### src/sv/gai_pkg.sv
// Shared constants, types and a helper function of the gyro angle integrator.
package gai_pkg;

	localparam int WIN_LOG2   = 5;
	localparam int WINDOW_LEN = 1 << WIN_LOG2;
	localparam int SUM_W      = 16 + WIN_LOG2;
	localparam int ANGLE_W    = 29;
	localparam int GAIN_W     = 24;
	localparam int DRIFT_W    = 30;
	localparam int STEP_W     = 23;
	localparam int PROD_W     = 16 + GAIN_W;
	localparam int FIFO_DEPTH = 8;
	localparam int FIFO_AW    = 3;

	localparam logic [ANGLE_W:0] FULL_TURN   = 30'd360000000;
	localparam logic [GAIN_W-1:0] GAIN_RESET = 24'd5734400;

	localparam logic signed [DRIFT_W:0] TURN_S  = 31'sd360000000;
	localparam logic signed [DRIFT_W:0] TURN2_S = 31'sd720000000;

	typedef enum logic [1:0] {
		REG_RATE_GAIN = 2'd0,
		REG_DRIFT_X   = 2'd1,
		REG_DRIFT_Y   = 2'd2,
		REG_DRIFT_Z   = 2'd3
	} cfg_reg_t;

	typedef struct packed {
		logic acc;
		logic s1;
		logic s2;
	} pipe_ctl_t;

	typedef struct packed {
		logic [ANGLE_W-1:0] angle_x;
		logic [ANGLE_W-1:0] angle_y;
		logic [ANGLE_W-1:0] angle_z;
		logic [15:0]        accel_x_mean;
		logic [15:0]        accel_z_mean;
	} res_t;

	// Brings a signed drift word into the range of one full turn.
	function automatic logic [ANGLE_W-1:0] reduce_drift(input logic [DRIFT_W-1:0] v);
		logic signed [DRIFT_W:0] s;
		logic signed [DRIFT_W:0] r;
		s = $signed({v[DRIFT_W-1], v});
		if (s < -TURN_S) begin
			r = s + TURN2_S;
		end else if (s < 0) begin
			r = s + TURN_S;
		end else if (s >= TURN_S) begin
			r = s - TURN_S;
		end else begin
			r = s;
		end
		return r[ANGLE_W-1:0];
	endfunction

endpackage

### src/sv/gai_accel_lane.sv
// One accelerometer lane: a ring of sample magnitudes with a running window sum.
module gai_accel_lane (
	input  logic                            clk,
	input  logic                            arst_n,
	input  gai_pkg::pipe_ctl_t              ctl,
	input  logic signed [15:0]              sample,
	input  logic [gai_pkg::WIN_LOG2-1:0]    slot,
	output logic [15:0]                     mean
);

	logic [15:0]                     raw;
	logic [15:0]                     mag;
	logic [15:0]                     ring [gai_pkg::WINDOW_LEN];
	logic [gai_pkg::WINDOW_LEN-1:0]  vld_q;
	logic [15:0]                     old_s1;
	logic                            old_vld_s1;
	logic [15:0]                     mag_s1;
	logic [gai_pkg::SUM_W-1:0]       sum_q;
	logic [15:0]                     mean_s3;

	assign raw = $unsigned(sample);
	assign mag = raw[15] ? 16'(-raw) : raw;

	always_ff @(posedge clk) begin
		if (ctl.acc) begin
			ring[slot] <= mag;
			old_s1     <= ring[slot];
			mag_s1     <= mag;
		end
	end

	// A slot that was never written counts as zero.
	always_ff @(posedge clk or negedge arst_n) begin
		if (!arst_n) begin
			vld_q      <= '0;
			old_vld_s1 <= 1'b0;
		end else if (ctl.acc) begin
			vld_q[slot] <= 1'b1;
			old_vld_s1  <= vld_q[slot];
		end
	end

	always_ff @(posedge clk or negedge arst_n) begin
		if (!arst_n) begin
			sum_q <= '0;
		end else if (ctl.s1) begin
			sum_q <= sum_q - (old_vld_s1 ? gai_pkg::SUM_W'(old_s1) : '0)
				+ gai_pkg::SUM_W'(mag_s1);
		end
	end

	always_ff @(posedge clk) begin
		if (ctl.s2) begin
			mean_s3 <= sum_q[gai_pkg::SUM_W-1:gai_pkg::WIN_LOG2];
		end
	end

	assign mean = mean_s3;

endmodule

### config.mk
export PLATFORM = sky130hd
export DESIGN_NAME = gai_accel_lane
export DESIGN_NICKNAME = d
export VERILOG_FILES = /design/src/sv/gai_pkg.sv /design/src/sv/gai_accel_lane.sv
export SDC_FILE = /design/constraint.sdc
export NUM_CORES = 1
export LEC_CHECK = 0
export ABC_AREA = 1
export BUFFER_PORTS_ARGS = -buffer_cell sky130_fd_sc_hd__buf_4
export CAP_MARGIN = 10
export CORE_MARGIN = 2
export CORE_UTILIZATION = 40
export DETAILED_ROUTE_END_ITERATION = 6
export PLACE_DENSITY = 0.6
export REMOVE_ABC_BUFFERS = 1
export SKIP_LAST_GASP = 1
export SLEW_MARGIN = 20
export SYNTH_ARGS = -nofsm -noshare
export SYNTH_HDL_FRONTEND = slang
export SYNTH_SLANG_ARGS = --single-unit
### constraint.sdc
create_clock -name clk -period 3.4 [get_ports clk]
set_input_delay 0.68 -clock clk [delete_from_list [all_inputs] [get_ports clk]]
set_output_delay 0.68 -clock clk [all_outputs]
set_load 0.005 [all_outputs]
==> run metrics <==
status=finished, final reports clean; Worst Path Required=3910 ps; placed insts=2837; PD cells=683 nW/um^2; Worst VDD drop=0.000467 V; Skew-Pair Late Insertion Delay=670 ps; worst min-delay path category=input port to asynchronous set/reset pin; vias per cell=5.27; dpl ws=611 ps; Setup Viol. Count Final=0; final slew viol count=0; Tightest Pin Transition=831 ps; Period minus WS final=2780 ps; static leakage=11.1 nW; setup tns final=0 ps; drt wl/cell=22.1 um; Core ar.=61800 sq um; WS Path Type=register to register; largest net degree at the start of global routing=78; num ports=42; total CTS buffers=61; DRT Pass-1 Iters=5; Worst EP arrival=3290 ps; CTS max path bufs=3; Finished Layout Cells=2953; Post-CTS Setup Bufs=0; largest cells by area after synthesis=edfxtp_1, nand2_1, a22oi_1; number of diodes=0; startpoint types=register; cts repair resizes=0; slowest cell on the critical path=dfrtp_1; Post-CTS Hold Buffers=0; CP max FO=17; clock root buffer=clkbuf_16; initial antenna violation count=0; die width=254 um; ys flop type=edfxtp_1; # DRC=0; fraction of registers with async set/reset=8.79%; Synth top area share=67.1%; global-route wire length before repair=96.7 mm; Crit path buffers/inverters=2; cell row count=91; RSZ-0062 raised after global routing=no; DRT Wirelength=65.1 mm; Critical Path Sink Type=register; Setup Skew=54.7 ps; Final Hold Vio Count=0; nets=2127; Area Overhead vs Synth=15.6%; grt ovf=0; DP Area=26900 sq um; RePlAce Congestion=0.864; Yosys reg bits=614; Layout fillers=5444; critical-path cell list=nand2_1 -> inv_1 -> ha_1 -> inv_1 -> ha_1 -> fa_1 -> nand3_1 -> nand3_1 -> nand3_1 -> nand2_1 -> nand2_1 -> nand3b_1 -> nand3_1 -> nand2_1; Tot GR Track Use=20.3%; delay-heaviest family, CP=adder cells; Mean Syn Cell Area=12.8 sq um; R2R depth=14; CTS clk-pin slew, worst paths=60 ps; via count=15566; cell count along the critical path=14; worst setup margin=619 ps; Yosys top cell by area=edfxtp_1; Max transition margin=44.6%; mapped cell area=25100 sq um; Fmax=0.360 GHz; Distinct cells, synth=31; Final Cycle Share=81.8%; Post-Route Utilization=46.9%; vias in the first global route=15321; final instance area=29000 sq um; Seq/Total Area, Yosys=72.5%; Post-synth EDFFs=560; Crit path largest cell delay=590 ps; share of layout cells above drive strength 1=12.8%; DR iter-0 viols=1493; Die ar.=64700 sq um; H-tree depth=2; Die Ht=254 um; post-DP HPWL=40.1 mm; cell count after synthesis=1955; Synthesis Warnings=0; IO Port Bufs=41; max-cap violations=0; Clock Sinks=614; Routed Antenna Nets=0; CTS tree=yes; Initial Util=40.5%
==> through the flow <==
| stage | hold slack (ps) | power [mW] |
|---|---|---|
| floorplan | 384 | 11.8 |
| global placement | 438 | 12.9 |
| detailed placement | 449 | 13.0 |
| CTS | 128 | 19.9 |
| global route | 187 | 20.8 |
| finish | 145 | 19.8 |
==> layout make-up <==
cell class                 count  area (sq um)  area share, %
tap                          837          1050           3.62
clock inverter                40           447           1.54
timing repair buffer         123          1020           3.53
inverter                     157           592           2.04
clock buffer                  76          1640           5.67
multi-input combinational   1106          6050           20.9
sequential                   614         18200           62.7
==> cell usage after synthesis, drive strengths merged (3+ instances only) <==
| cell | count |
|---|---|
| a21oi | 20 |
| a22oi | 257 |
| buf | 54 |
| clkbuf | 24 |
| dfrtp | 54 |
| edfxtp | 560 |
| fa | 16 |
| ha | 22 |
| inv | 157 |
| nand2 | 545 |
| nand3 | 34 |
| nand3b | 7 |
| nand4 | 7 |
| nor2 | 111 |
| nor3 | 13 |
| o21ai | 23 |
| o21bai | 3 |
| o22ai | 3 |
| or2 | 25 |
| xnor2 | 10 |
| xor2 | 7 |
==> state kept, by name, summed over array words and instances (netlist names) <==
| register | cells |
|---|---|
| vld_q | 32 |
| old_vld_s1 | 1 |
| mag_s1 | 16 |
| ring | 512 |
| mean | 16 |
| old_s1 | 16 |
| sum_q | 21 |
==> final timing paths <==
check	from	end	slack [ps]
min in group clk	ctl[0]	mean[0]$_DFFE_PP_	420
max in group asynchronous	arst_n	vld_q[9]$_DFFE_PN0P_	2720
worst max-delay path	old_vld_s1$_DFFE_PN0P_	sum_q[12]$_DFFE_PN0P_	620
worst max register to register	old_vld_s1$_DFFE_PN0P_	sum_q[12]$_DFFE_PN0P_	620
worst min register to register	sum_q[8]$_DFFE_PN0P_	mean[3]$_DFFE_PP_	460
worst min-delay path	arst_n	sum_q[3]$_DFFE_PN0P_	140
==> cell families (layout without fill, tap and decap cells) <==
family	after synthesis	count (layout)	synth area share [%]
buffers and inverters	235	396	3.80
flip-flops	614	614	72.5
AO/OA/AOI/OAI	307	307	8.74
XOR/XNOR	17	17	0.594
adder cells (fa/ha/maj)	38	38	2.38
AND/OR/NAND/NOR	744	744	12.0
==> per-layer routing <==
layer  track usage [%]  share of wire [%]
met5                 0                  0
met4              7.08                3.2
met3              2.42                6.6
met2              33.0                 47
met1              28.3                 43
==> power by group <==
part	internal (mW)	switching, mW	total, mW
registers	8.75	0.204	8.95
logic	1.38	2.52	3.90
clock network	3.98	2.97	6.95
total	14.1	5.69	19.8
==> cells in the final DEF, fill, tap and decap left out, drive strengths merged, types with 29 or more instances in the layout <==
master and n:
edfxtp 560, nand2 545, a22oi 257, inv 157, buf 123, nor2 111, clkbuf 76, dfrtp 54
nand3 34, clkinv 29
No activity file was read; power rests on OpenSTA's default activity.
