--- config.mk ---
export PLATFORM = sky130hd
export DESIGN_NAME = gai_merge
export DESIGN_NICKNAME = d
export VERILOG_FILES = /design/src/sv/gai_pkg.sv /design/src/sv/gai_merge.sv
export SDC_FILE = /design/constraint.sdc
export NUM_CORES = 1
export LEC_CHECK = 0
export BUFFER_PORTS_ARGS = -buffer_cell sky130_fd_sc_hd__buf_2
export CORE_MARGIN = 3
export CORE_UTILIZATION = 35
export CTS_CLUSTER_SIZE = 14
export DETAILED_ROUTE_END_ITERATION = 8
export GPL_TIMING_DRIVEN = 1
export PLACE_DENSITY = 0.58
export SYNTH_ARGS = -nofsm -noshare
export SYNTH_HDL_FRONTEND = slang
export SYNTH_SLANG_ARGS = --single-unit
--- constraint.sdc ---
create_clock -name clk -period 15.9 [get_ports clk]
set_clock_uncertainty 0.15 [all_clocks]
set_input_delay 3.18 -clock clk [delete_from_list [all_inputs] [get_ports clk]]
set_output_delay 3.18 -clock clk [all_outputs]
set_load 0.1 [all_outputs]
--- src/sv/gai_pkg.sv ---
// Shared constants, types and a helper function of the gyro angle integrator.
package gai_pkg;

	localparam int WIN_LOG2   = 5;
	localparam int WINDOW_LEN = 1 << WIN_LOG2;
	localparam int SUM_W      = 16 + WIN_LOG2;
	localparam int ANGLE_W    = 29;
	localparam int GAIN_W     = 24;
	localparam int DRIFT_W    = 30;
	localparam int STEP_W     = 23;
	localparam int PROD_W     = 16 + GAIN_W;
	localparam int FIFO_DEPTH = 8;
	localparam int FIFO_AW    = 3;

	localparam logic [ANGLE_W:0] FULL_TURN   = 30'd360000000;
	localparam logic [GAIN_W-1:0] GAIN_RESET = 24'd5734400;

	localparam logic signed [DRIFT_W:0] TURN_S  = 31'sd360000000;
	localparam logic signed [DRIFT_W:0] TURN2_S = 31'sd720000000;

	typedef enum logic [1:0] {
		REG_RATE_GAIN = 2'd0,
		REG_DRIFT_X   = 2'd1,
		REG_DRIFT_Y   = 2'd2,
		REG_DRIFT_Z   = 2'd3
	} cfg_reg_t;

	typedef struct packed {
		logic acc;
		logic s1;
		logic s2;
	} pipe_ctl_t;

	typedef struct packed {
		logic [ANGLE_W-1:0] angle_x;
		logic [ANGLE_W-1:0] angle_y;
		logic [ANGLE_W-1:0] angle_z;
		logic [15:0]        accel_x_mean;
		logic [15:0]        accel_z_mean;
	} res_t;

	// Brings a signed drift word into the range of one full turn.
	function automatic logic [ANGLE_W-1:0] reduce_drift(input logic [DRIFT_W-1:0] v);
		logic signed [DRIFT_W:0] s;
		logic signed [DRIFT_W:0] r;
		s = $signed({v[DRIFT_W-1], v});
		if (s < -TURN_S) begin
			r = s + TURN2_S;
		end else if (s < 0) begin
			r = s + TURN_S;
		end else if (s >= TURN_S) begin
			r = s - TURN_S;
		end else begin
			r = s;
		end
		return r[ANGLE_W-1:0];
	endfunction

endpackage

--- src/sv/gai_merge.sv ---
// Merging stage: gathers the lane results of one request into a small result queue.
module gai_merge (
	input  logic                       clk,
	input  logic                       arst_n,
	input  logic                       push,
	input  gai_pkg::res_t              push_data,
	input  logic                       pop,
	output gai_pkg::res_t              head,
	output logic [gai_pkg::FIFO_AW:0]  count
);

	gai_pkg::res_t                slots_q [gai_pkg::FIFO_DEPTH];
	logic [gai_pkg::FIFO_AW-1:0]  wr_ptr_q;
	logic [gai_pkg::FIFO_AW-1:0]  rd_ptr_q;
	logic [gai_pkg::FIFO_AW:0]    count_q;

	always_ff @(posedge clk) begin
		if (push) begin
			slots_q[wr_ptr_q] <= push_data;
		end
	end

	always_ff @(posedge clk or negedge arst_n) begin
		if (!arst_n) begin
			wr_ptr_q <= '0;
			rd_ptr_q <= '0;
			count_q  <= '0;
		end else begin
			if (push) begin
				wr_ptr_q <= wr_ptr_q + 1'b1;
			end
			if (pop) begin
				rd_ptr_q <= rd_ptr_q + 1'b1;
			end
			if (push && !pop) begin
				count_q <= count_q + 1'b1;
			end else if (pop && !push) begin
				count_q <= count_q - 1'b1;
			end
		end
	end

	assign head  = slots_q[rd_ptr_q];
	assign count = count_q;

endmodule

==> summary.log <==
[placement] Cell Count Post-Placement 3,025
[clock_network] CTS Sinks 962
[setup_path] reg2reg setup slack 12.73 ns
[clock_network] # resized after CTS 0
[logic_synthesis] average size of a mapped cell 25.54 sq um
[cells_and_area] number of filler instances in the final layout 9,057
[global_routing] global-route wire length before repair 112.4 mm
[setup_path] Worst Setup Start Kind register
[logic_synthesis] synthesized netlist cell count 1,434
[global_routing] pin count of the biggest net entering global routing 115
[logic_synthesis] netlist area before placement 0.03663 sq mm
[hold_path] hold depth 2
[clock_network] number of hold buffers added after cts 0
[setup_path] path depth of the worst reg2reg path 4
[sta] transition time at the pin with the least slew margin 1.169 ns
[hold_path] class of the tightest hold or removal check register to register
[hold_path] hold path start count[2]$_DFFE_PN0P_
[sta] final-report max-slew violation count 0
[die] area of the core region 0.1036 sq mm
[logic_synthesis] number of distinct standard cells referenced by the synthesized netlist 29
[sta] share of the clock period used by the worst path after layout 0.5051
[cells_and_area] combined flip-flop and latch cell area 0.02885 sq mm
[cells_and_area] area of combinational cells with multiple inputs 0.007300 sq mm
[cells_and_area] non-filler instance count after layout 3,221
[cells_and_area] fin nets 1,877
[cells_and_area] share of post-route cells with drive strength above 1 0.3976
[cells_and_area] Synth-to-Final Area Change 16.64%
[hold_path] sink of the worst hold path count[2]$_DFFE_PN0P_
[placement] sum of net half-perimeters after detailed placement 41.19 mm
[placement] Final GP Congestion 0.6697
[clock_network] later-pin clock latency in the skew report 0.67 ns
[logic_synthesis] sequential cell area fraction in the yosys report 0.7873
[detailed_routing] First DRT Iteration DRCs 1,220
[run_status] result of the run completed
[die] starting density of the core 0.3534
[logic_synthesis] flip-flop and latch count after synthesis 962
[detailed_routing] via count 15,990
[global_routing] overall global routing resource usage 0.1395
[cells_and_area] end-of-flow core utilization 0.4122
[setup_path] highest net fanout along the worst path 114
[die] count of boundary I/O pins 246
[flow_run] max-cap violation count 0
[global_routing] number of antenna violations at the first check in global routing 14
[detailed_routing] TritonRoute pass-1 iters 5
[setup_path] data required time of the critical path 12.57 ns
[global_routing] remaining global-route overflow 0
[clock_network] setup fix buffers added after clock tree synthesis 0
[sta] setup violation total in the final timing report 0
[clock_network] number of buffers added by the clock tree synthesis step 101
[logic_synthesis] number of nets in the synthesized netlist 1,563
[detailed_routing] residual DRC count 0
[placement] count of input and output buffers 245
[detailed_routing] total wire length after detailed routing 75.85 mm
[detailed_routing] average via count per standard cell 4.964
[die] horizontal extent of the die 329.5 um
[detailed_routing] Wirelength per Cell 23.55 um
[die] Row Count 118
[sta] Setup TNS 0 ns
[cells_and_area] commonest non-fill, non-tap cells in the layout edfxtp_1 (952), buf_2 (245), mux4_2 (181)
[setup_path] Arr. time, crit path 4.70 ns
[sta] tightest hold margin 0.4036 ns
[clock_network] maximum buffer depth of the clock tree 3
[setup_path] classification of the worst setup path register to output pin
[global_routing] M1 GR Usage 0.1903
[die] vertical die dimension 329.5 um
[cells_and_area] most common cell after layout, fill and taps aside edfxtp_1
[detailed_routing] antenna-violating nets left 0
[sta] Final Hold Violating Endpoints 0
[global_routing] vias in the first global route 17,408
[setup_path] startpoint of the lowest-slack register-to-register path wr_ptr_q[1]$_DFFE_PN0P_
[sta] final period demand of the worst path 8.031 ns
[sta] relative slew slack 0.2204
[setup_path] Crit. End Element output pin
[die] die footprint 0.1086 sq mm
[sta] RSZ-0062 raised after global routing false
[setup_path] Worst R2R End slots_q[0][32]$_DFFE_PP_
[global_routing] met3 Usage GRT 0.03190
[clock_network] clock root buffer clkbuf_16
[clock_network] H-tree lvl count 3
[sta] highest achievable clock rate 124.5 MHz
[clock_network] Clk pin slew, worst setup/hold paths 0.06 ns
[global_routing] routing usage on met2 0.2268
[logic_synthesis] Ys Warns 0
[clock_network] CTS tree done
[global_routing] global routing's busiest layer met2
[cell usage after synthesis]
cell type	n	share of area
nand3_1	2	0.00027
or3_1	1	0.00017
edfxtp_1	952	0.78
inv_1	2	0.00021
buf_12	2	0.0011
xnor2_1	4	0.00096
mux4_2	181	0.11
nor3_1	3	0.00041
o211ai_1	2	0.00041
a21oi_1	2	0.00027
xor2_1	2	0.00048
fa_1	1	0.00055
buf_2	12	0.0016
ha_1	5	0.0017
o21ai_0	1	0.00014
mux4_1	57	0.041
mux2i_1	1	0.00027
clkbuf_1	21	0.0022
nor2_1	6	0.00061
buf_8	17	0.0070
nand3b_1	1	0.00021
nand2_1	6	0.00061
a2111o_1	1	0.00031
buf_1	10	0.0010
nand2b_1	3	0.00051
mux2_2	122	0.038
or4_1	1	0.00021
dfrtp_1	10	0.0068
buf_6	6	0.0018
[routing by layer]
metal  vias up  routed length, um
met4        12               1321
met3       104               4320
met5         -                 82
li1       6902                  -
met2       380              37350
met1      8592              32780
[stage by stage]
stage	cell area (sq um)	setup slack, ns
global route	42710	7.482
floorplan	36630	3.696
CTS	42710	7.695
detailed placement	39380	8.454
global placement	39380	8.502
finish	42720	7.869
[cell families after synthesis]
| group | after synthesis | share of synthesized area |
|---|---|---|
| DFF | 962 | 0.7873 |
| and+or+nand+nor | 23 | 0.003006 |
| AOI/OAI and AO/OA | 6 | 0.001127 |
| xor gates and xnor gates | 6 | 0.001435 |
| buffers and inverters | 70 | 0.01493 |
| adders and majority gates | 6 | 0.002255 |
| muxes | 361 | 0.1900 |
[worst max path at each step]
| stage | to | startpoint | slack [ns] | cells past startpoint |
|---|---|---|---|---|
| floorplan | slots_q[0][0]$_DFFE_PP_ | push | 3.70 | 2 |
| global placement | head[61] | rd_ptr_q[0]$_DFFE_PN0P_ | 8.50 | 5 |
| detailed placement | head[61] | rd_ptr_q[0]$_DFFE_PN0P_ | 8.45 | 5 |
| CTS | head[61] | rd_ptr_q[0]$_DFFE_PN0P_ | 7.69 | 5 |
| global route | head[61] | rd_ptr_q[0]$_DFFE_PN0P_ | 7.48 | 5 |
| finish | head[61] | rd_ptr_q[0]$_DFFE_PN0P_ | 7.87 | 5 |
[critical path: stages, from the launching register on]
cell	delay, ns
dfrtp_4	0.87
buf_12	0.77
buf_4	0.90
mux4_1	0.66
mux2_2	0.29
buf_2	0.29
[registers in the layout, summed over array words and instances, names as in the netlist]
name and flops:
count 4, rd_ptr_q 3, wr_ptr_q 3, slots_q 952
[final cells by class]
| cell class | instances | share of cell area |
|---|---|---|
| Sequential cell | 962 | 0.6752 |
| Multi-Input combinational cell | 402 | 0.1709 |
| Clock buffer | 124 | 0.06168 |
| Tap cell | 1380 | 0.04041 |
| Timing Repair Buffer | 279 | 0.03497 |
| Clock inverter | 67 | 0.01637 |
| Antenna cell | 5 | 0.0002929 |
| Inverter | 2 | 0.0001757 |
Power is not shown: default switching activity piles up to over one toggle a cycle in this logic, so the estimate is an artifact.
