[config.mk]
export PLATFORM = sky130hd
export DESIGN_NAME = gai_gyro_lane
export DESIGN_NICKNAME = d
export VERILOG_FILES = /design/src/sv/gai_pkg.sv /design/src/sv/gai_gyro_lane.sv
export SDC_FILE = /design/constraint.sdc
export NUM_CORES = 1
export LEC_CHECK = 0
export BUFFER_PORTS_ARGS = -buffer_cell sky130_fd_sc_hd__buf_2
export CAP_MARGIN = 20
export CORE_AREA = 2 2 208 210
export DETAILED_ROUTE_END_ITERATION = 8
export DIE_AREA = 0 0 210 212
export PLACE_DENSITY = 0.66
export SLEW_MARGIN = 10
export SYNTH_ARGS = -nofsm -noshare
export SYNTH_HDL_FRONTEND = slang
export SYNTH_SLANG_ARGS = --single-unit
[constraint.sdc]
create_clock -name clk -period 3.5 [get_ports clk]
set_input_delay 0.525 -clock clk [delete_from_list [all_inputs] [get_ports clk]]
set_output_delay 0.525 -clock clk [all_outputs]
set_load 0.03 [all_outputs]
[src/sv/gai_pkg.sv]
// Shared constants, types and a helper function of the gyro angle integrator.
package gai_pkg;

	localparam int WIN_LOG2   = 5;
	localparam int WINDOW_LEN = 1 << WIN_LOG2;
	localparam int SUM_W      = 16 + WIN_LOG2;
	localparam int ANGLE_W    = 29;
	localparam int GAIN_W     = 24;
	localparam int DRIFT_W    = 30;
	localparam int STEP_W     = 23;
	localparam int PROD_W     = 16 + GAIN_W;
	localparam int FIFO_DEPTH = 8;
	localparam int FIFO_AW    = 3;

	localparam logic [ANGLE_W:0] FULL_TURN   = 30'd360000000;
	localparam logic [GAIN_W-1:0] GAIN_RESET = 24'd5734400;

	localparam logic signed [DRIFT_W:0] TURN_S  = 31'sd360000000;
	localparam logic signed [DRIFT_W:0] TURN2_S = 31'sd720000000;

	typedef enum logic [1:0] {
		REG_RATE_GAIN = 2'd0,
		REG_DRIFT_X   = 2'd1,
		REG_DRIFT_Y   = 2'd2,
		REG_DRIFT_Z   = 2'd3
	} cfg_reg_t;

	typedef struct packed {
		logic acc;
		logic s1;
		logic s2;
	} pipe_ctl_t;

	typedef struct packed {
		logic [ANGLE_W-1:0] angle_x;
		logic [ANGLE_W-1:0] angle_y;
		logic [ANGLE_W-1:0] angle_z;
		logic [15:0]        accel_x_mean;
		logic [15:0]        accel_z_mean;
	} res_t;

	// Brings a signed drift word into the range of one full turn.
	function automatic logic [ANGLE_W-1:0] reduce_drift(input logic [DRIFT_W-1:0] v);
		logic signed [DRIFT_W:0] s;
		logic signed [DRIFT_W:0] r;
		s = $signed({v[DRIFT_W-1], v});
		if (s < -TURN_S) begin
			r = s + TURN2_S;
		end else if (s < 0) begin
			r = s + TURN_S;
		end else if (s >= TURN_S) begin
			r = s - TURN_S;
		end else begin
			r = s;
		end
		return r[ANGLE_W-1:0];
	endfunction

endpackage

[src/sv/gai_gyro_lane.sv]
// One gyro axis lane: scales the rate, folds in the drift and accumulates the angle.
module gai_gyro_lane (
	input  logic                           clk,
	input  logic                           arst_n,
	input  gai_pkg::pipe_ctl_t             ctl,
	input  logic signed [15:0]             rate,
	input  logic [gai_pkg::GAIN_W-1:0]     gain,
	input  logic [gai_pkg::ANGLE_W-1:0]    drift,
	output logic [gai_pkg::ANGLE_W-1:0]    angle
);

	logic [15:0]                    raw;
	logic [15:0]                    mag;
	logic                           neg;
	logic [gai_pkg::PROD_W-1:0]     prod;
	logic [gai_pkg::STEP_W-1:0]     step_s1;
	logic                           neg_s1;
	logic [gai_pkg::ANGLE_W:0]      pos_sum;
	logic [gai_pkg::ANGLE_W:0]      pos_red;
	logic [gai_pkg::ANGLE_W:0]      neg_dif;
	logic [gai_pkg::ANGLE_W:0]      neg_red;
	logic [gai_pkg::ANGLE_W-1:0]    delta_s2;
	logic [gai_pkg::ANGLE_W:0]      acc_sum;
	logic [gai_pkg::ANGLE_W-1:0]    angle_q;

	// The most negative count is taken as a positive rate of full magnitude.
	assign raw  = $unsigned(rate);
	assign mag  = raw[15] ? 16'(-raw) : raw;
	assign neg  = raw[15] && (raw[14:0] != 15'd0);
	assign prod = {{gai_pkg::GAIN_W{1'b0}}, mag} * {16'd0, gain};

	always_ff @(posedge clk) begin
		if (ctl.acc) begin
			step_s1 <= prod[gai_pkg::STEP_W+15:16];
			neg_s1  <= neg;
		end
	end

	// The signed step and the drift are combined into one forward move.
	always_comb begin
		pos_sum = {1'b0, drift} + {{(gai_pkg::ANGLE_W+1-gai_pkg::STEP_W){1'b0}}, step_s1};
		pos_red = (pos_sum >= gai_pkg::FULL_TURN) ? pos_sum - gai_pkg::FULL_TURN : pos_sum;
		neg_dif = {1'b0, drift} - {{(gai_pkg::ANGLE_W+1-gai_pkg::STEP_W){1'b0}}, step_s1};
		neg_red = neg_dif[gai_pkg::ANGLE_W] ? neg_dif + gai_pkg::FULL_TURN : neg_dif;
	end

	always_ff @(posedge clk) begin
		if (ctl.s1) begin
			delta_s2 <= neg_s1 ? neg_red[gai_pkg::ANGLE_W-1:0] : pos_red[gai_pkg::ANGLE_W-1:0];
		end
	end

	assign acc_sum = {1'b0, angle_q} + {1'b0, delta_s2};

	always_ff @(posedge clk or negedge arst_n) begin
		if (!arst_n) begin
			angle_q <= '0;
		end else if (ctl.s2) begin
			if (acc_sum >= gai_pkg::FULL_TURN) begin
				angle_q <= 29'(acc_sum - gai_pkg::FULL_TURN);
			end else begin
				angle_q <= acc_sum[gai_pkg::ANGLE_W-1:0];
			end
		end
	end

	assign angle = angle_q;

endmodule

==> run summary <==
• setup slack, reg-to-reg: -580 ps
• Startpoint Class: input port
• flip-flop and latch count after synthesis: 82
• Post-synth EDFFs: 53
• worst setup path category: input port to register
• DIE AREA: 44500 um^2
• DP HPWL: 49700 um
• Iteration-0 DRC Markers: 1205
• worst setup slack after layout: -4010 ps
• fraction of final layout cells with drive strength greater than 1: 0.301
• Mapped Avg Cell Area: 8.37 um^2
• critical path peak fanout: 6
• worst min-delay path class: input port to async pin
• Yosys warnings: 0
• Sinks on Clock Net: 82
• Max Cap Viol: 0
• Crit path buffers/inverters: 5
• cell with the biggest individual delay on the critical path: sky130_fd_sc_hd__fa_1
• root buffer cell: sky130_fd_sc_hd__clkbuf_16
• type of destination of the critical path: register
• area delta synth->final: 34.4%
• CTS buffer count: 9
• share of the clock period used by the worst path: 2.15
• post-route DRC violation count: 0
• Worst-Skew Late Latency: 360 ps
• max-slew violation count: 0
• cell seen most often among critical-path stages: sky130_fd_sc_hd__fa_1
• H-Tree Level Count: 3
• Final GP Congestion: 0.911
• detailed-route wire length per cell: 16.8 um
• largest stage delay on the critical path: 560 ps
• total negative slack: -100510 ps
• clk_skew: 9.96 ps
• vias in the first global route: 20100
• post-placement cell count: 3554
• Post-Syn Nets: 3072
• die span in y: 212 um
• most area-hungry cell type in the Yosys netlist: sky130_fd_sc_hd__fa_1
• cell family with the largest share of critical-path delay: adder cells
• number of standard cells in the layout, taps in and fillers out: 3624
• wire length of the first global-routing pass: 97500 um
• Initial DRT Pass Iterations: 5
• maximum number of pins on one net before global-route repair: 50
• DIE WIDTH: 210 um
• required time at the endpoint of the critical path: 3620 ps
• slew of the pin with the lowest slew margin: 835 ps
• leading cell types by total area after synthesis: sky130_fd_sc_hd__fa_1 29%, sky130_fd_sc_hd__ha_1 11%, sky130_fd_sc_hd__inv_1 7.7%, sky130_fd_sc_hd__edfxtp_1 7.6%, sky130_fd_sc_hd__nand2_1 6.0%
• time the final worst path needs with I/O delays and setup: 7510 ps
• result of the run: complete, but fails checks
• num ports: 103
• core region area: 42500 um^2
• reg2reg start: step_s1[0]$_DFFE_PP_
• headroom to the max-slew limit: 0.443
• endpoint of the worst-slack reg-to-reg timing path: delta_s2[10]$_DFFE_PP_
• largest buffer count on any clock path: 2
• antenna violations before repair: 5
• Top FF cell, synth: sky130_fd_sc_hd__edfxtp_1
• Peak Freq: 133 MHz
• Port Buf Inserts: 102
• portion of synthesized cell area occupied by the leading cell type: 0.293
• Initial Utilization: 0.493
• GRT Resource Usage Total: 0.271
• Post-synth ARST share: 0.354
• distinct cell type count after synthesis: 78
• ratio of routed vias to standard cells: 5.37
• violations in the final reports: negative setup slack
• worst r2r path cells: 16
• number of failing setup endpoints in the final timing report: 62
• Gate Count Post-Synth: 2507
• std cell rows: 76
• post-route antenna net violation count: 0
• via total after detailed routing: 19500
• Total Nets Final: 3637
• total global routing overflow: 0
• clock tree from TritonCTS: yes
• number of hold violations in the final report: 0
• sequential area share after synthesis: 0.110
• final wirelength: 60700 um
• setup repair after global routing missed its margin: yes
• endpoint arrival time on the critical path: 7630 ps
• Post-CTS Hold Fix Bufs: 0
• area of the mapped netlist: 21000 um^2
• clock transition at the register clock pins on the worst setup and hold paths after CTS: 70 ps
-- per-layer routing --
layer	routed length (um)	vias to the layer above	share of wire	track usage
li1	-	9263	-	-
met1	25600	9568	0.42	0.346
met2	30800	542	0.51	0.492
met3	3020	98	0.050	0.0263
met4	1350	6	0.022	0.0687
met5	48	-	0.00079	0
-- cell families (layout without fill, tap and decap cells) --
kind of cell	count (synthesis)	count (layout)	synth area share
muxes	19	20	0.00966
adders and majority gates	491	491	0.403
other	0	1	0
xor gates and xnor gates	132	133	0.0551
AOI/OAI and AO/OA	451	451	0.144
buffers and inverters	543	1111	0.0987
DFF	82	82	0.110
and+or+nand+nor	789	789	0.179
-- per-stage QoR --
stage | util | cell area, um^2 | hold WS [ps] | worst slack (ps)
global route | 0.663 | 28200 | 213 | -4220
CTS | 0.645 | 27400 | 185 | -3740
global placement | 0.618 | 26300 | 533 | -4070
floorplan | - | 21500 | 229 | -3570
detailed placement | 0.618 | 26300 | 541 | -4210
finish | 0.663 | 28200 | 174 | -4010
-- worst max path at each step --
stage / slack, ps / endpoint / cells after the start / from
2_1_floorplan: -3570 / step_s1[22]$_DFFE_PP_ / 32 / rate[5]
3_3_place_gp: -4070 / step_s1[21]$_DFFE_PP_ / 32 / rate[5]
3_5_place_dp: -4210 / step_s1[17]$_DFFE_PP_ / 31 / rate[5]
4_1_cts: -3740 / step_s1[17]$_DFFE_PP_ / 32 / rate[5]
5_1_grt: -4220 / step_s1[17]$_DFFE_PP_ / 32 / rate[3]
6_report: -4010 / step_s1[17]$_DFFE_PP_ / 32 / rate[3]
-- synthesized netlist by cell type, drive strengths merged, types with 6 or more instances --
library cell and number:
a211o 16, o21a 17, dfrtp 29, xnor2 95, fa 307, o211ai 13, nor3b 6, nor4 12
mux2i 9, mux2 10, nor2b 21, and3 15, and4 6, nand2 334, o21bai 20, or2 7
nand2b 21, nor2 120, o31a 7, o22ai 6, a2111oi 6, a211oi 29, ha 184, o2111ai 7
o31ai 15, nand4 11, o311ai 6, a21o 36, and2 146, nor3 49, a31oi 9, clkbuf 87
a21oi 125, nand3 29, xor2 37, inv 434, or3 6, edfxtp 53, a2111o 6, o21ai 87
buf 18
-- layout by cell type, fill, tap and decap left out, types with 34 or more instances in the layout --
cell and n:
sky130_fd_sc_hd__nor3_1 34, sky130_fd_sc_hd__xor2_1 36, sky130_fd_sc_hd__inv_1 419, sky130_fd_sc_hd__buf_2 99
sky130_fd_sc_hd__a21oi_1 100, sky130_fd_sc_hd__buf_4 499, sky130_fd_sc_hd__o21ai_0 48, sky130_fd_sc_hd__and2_1 133
sky130_fd_sc_hd__nand2_1 329, sky130_fd_sc_hd__edfxtp_1 53, sky130_fd_sc_hd__a21o_1 35, sky130_fd_sc_hd__ha_1 162
sky130_fd_sc_hd__xnor2_1 81, sky130_fd_sc_hd__fa_1 296, sky130_fd_sc_hd__nor2_1 104
-- timing repair --
item	in CTS	in global routing
gates cloned	2	4
endpoints found under the setup margin	62	63
resized for setup	125	144
setup buffers	30	28
pin swaps	90	130
-- state kept, by name (all words and copies together) (netlist names) --
register,flops
neg_s1,1
delta_s2,29
step_s1,23
angle,29
-- final cells by class --
type                            instances  area [um^2]
Antenna cell                            1         2.50
Clock buffer                           10          229
Clock inverter                          6         88.8
Fill cell                            3490        14300
Inverter                              438         1650
Multi-Input combinational cell       1884        18000
Sequential cell                        82         2330
Tap cell                              546          683
Timing Repair Buffer                  657         5150
Power is left out: the tool's default activity adds up to more than one toggle a clock period on the data nets, which glitch-free logic cannot reach.
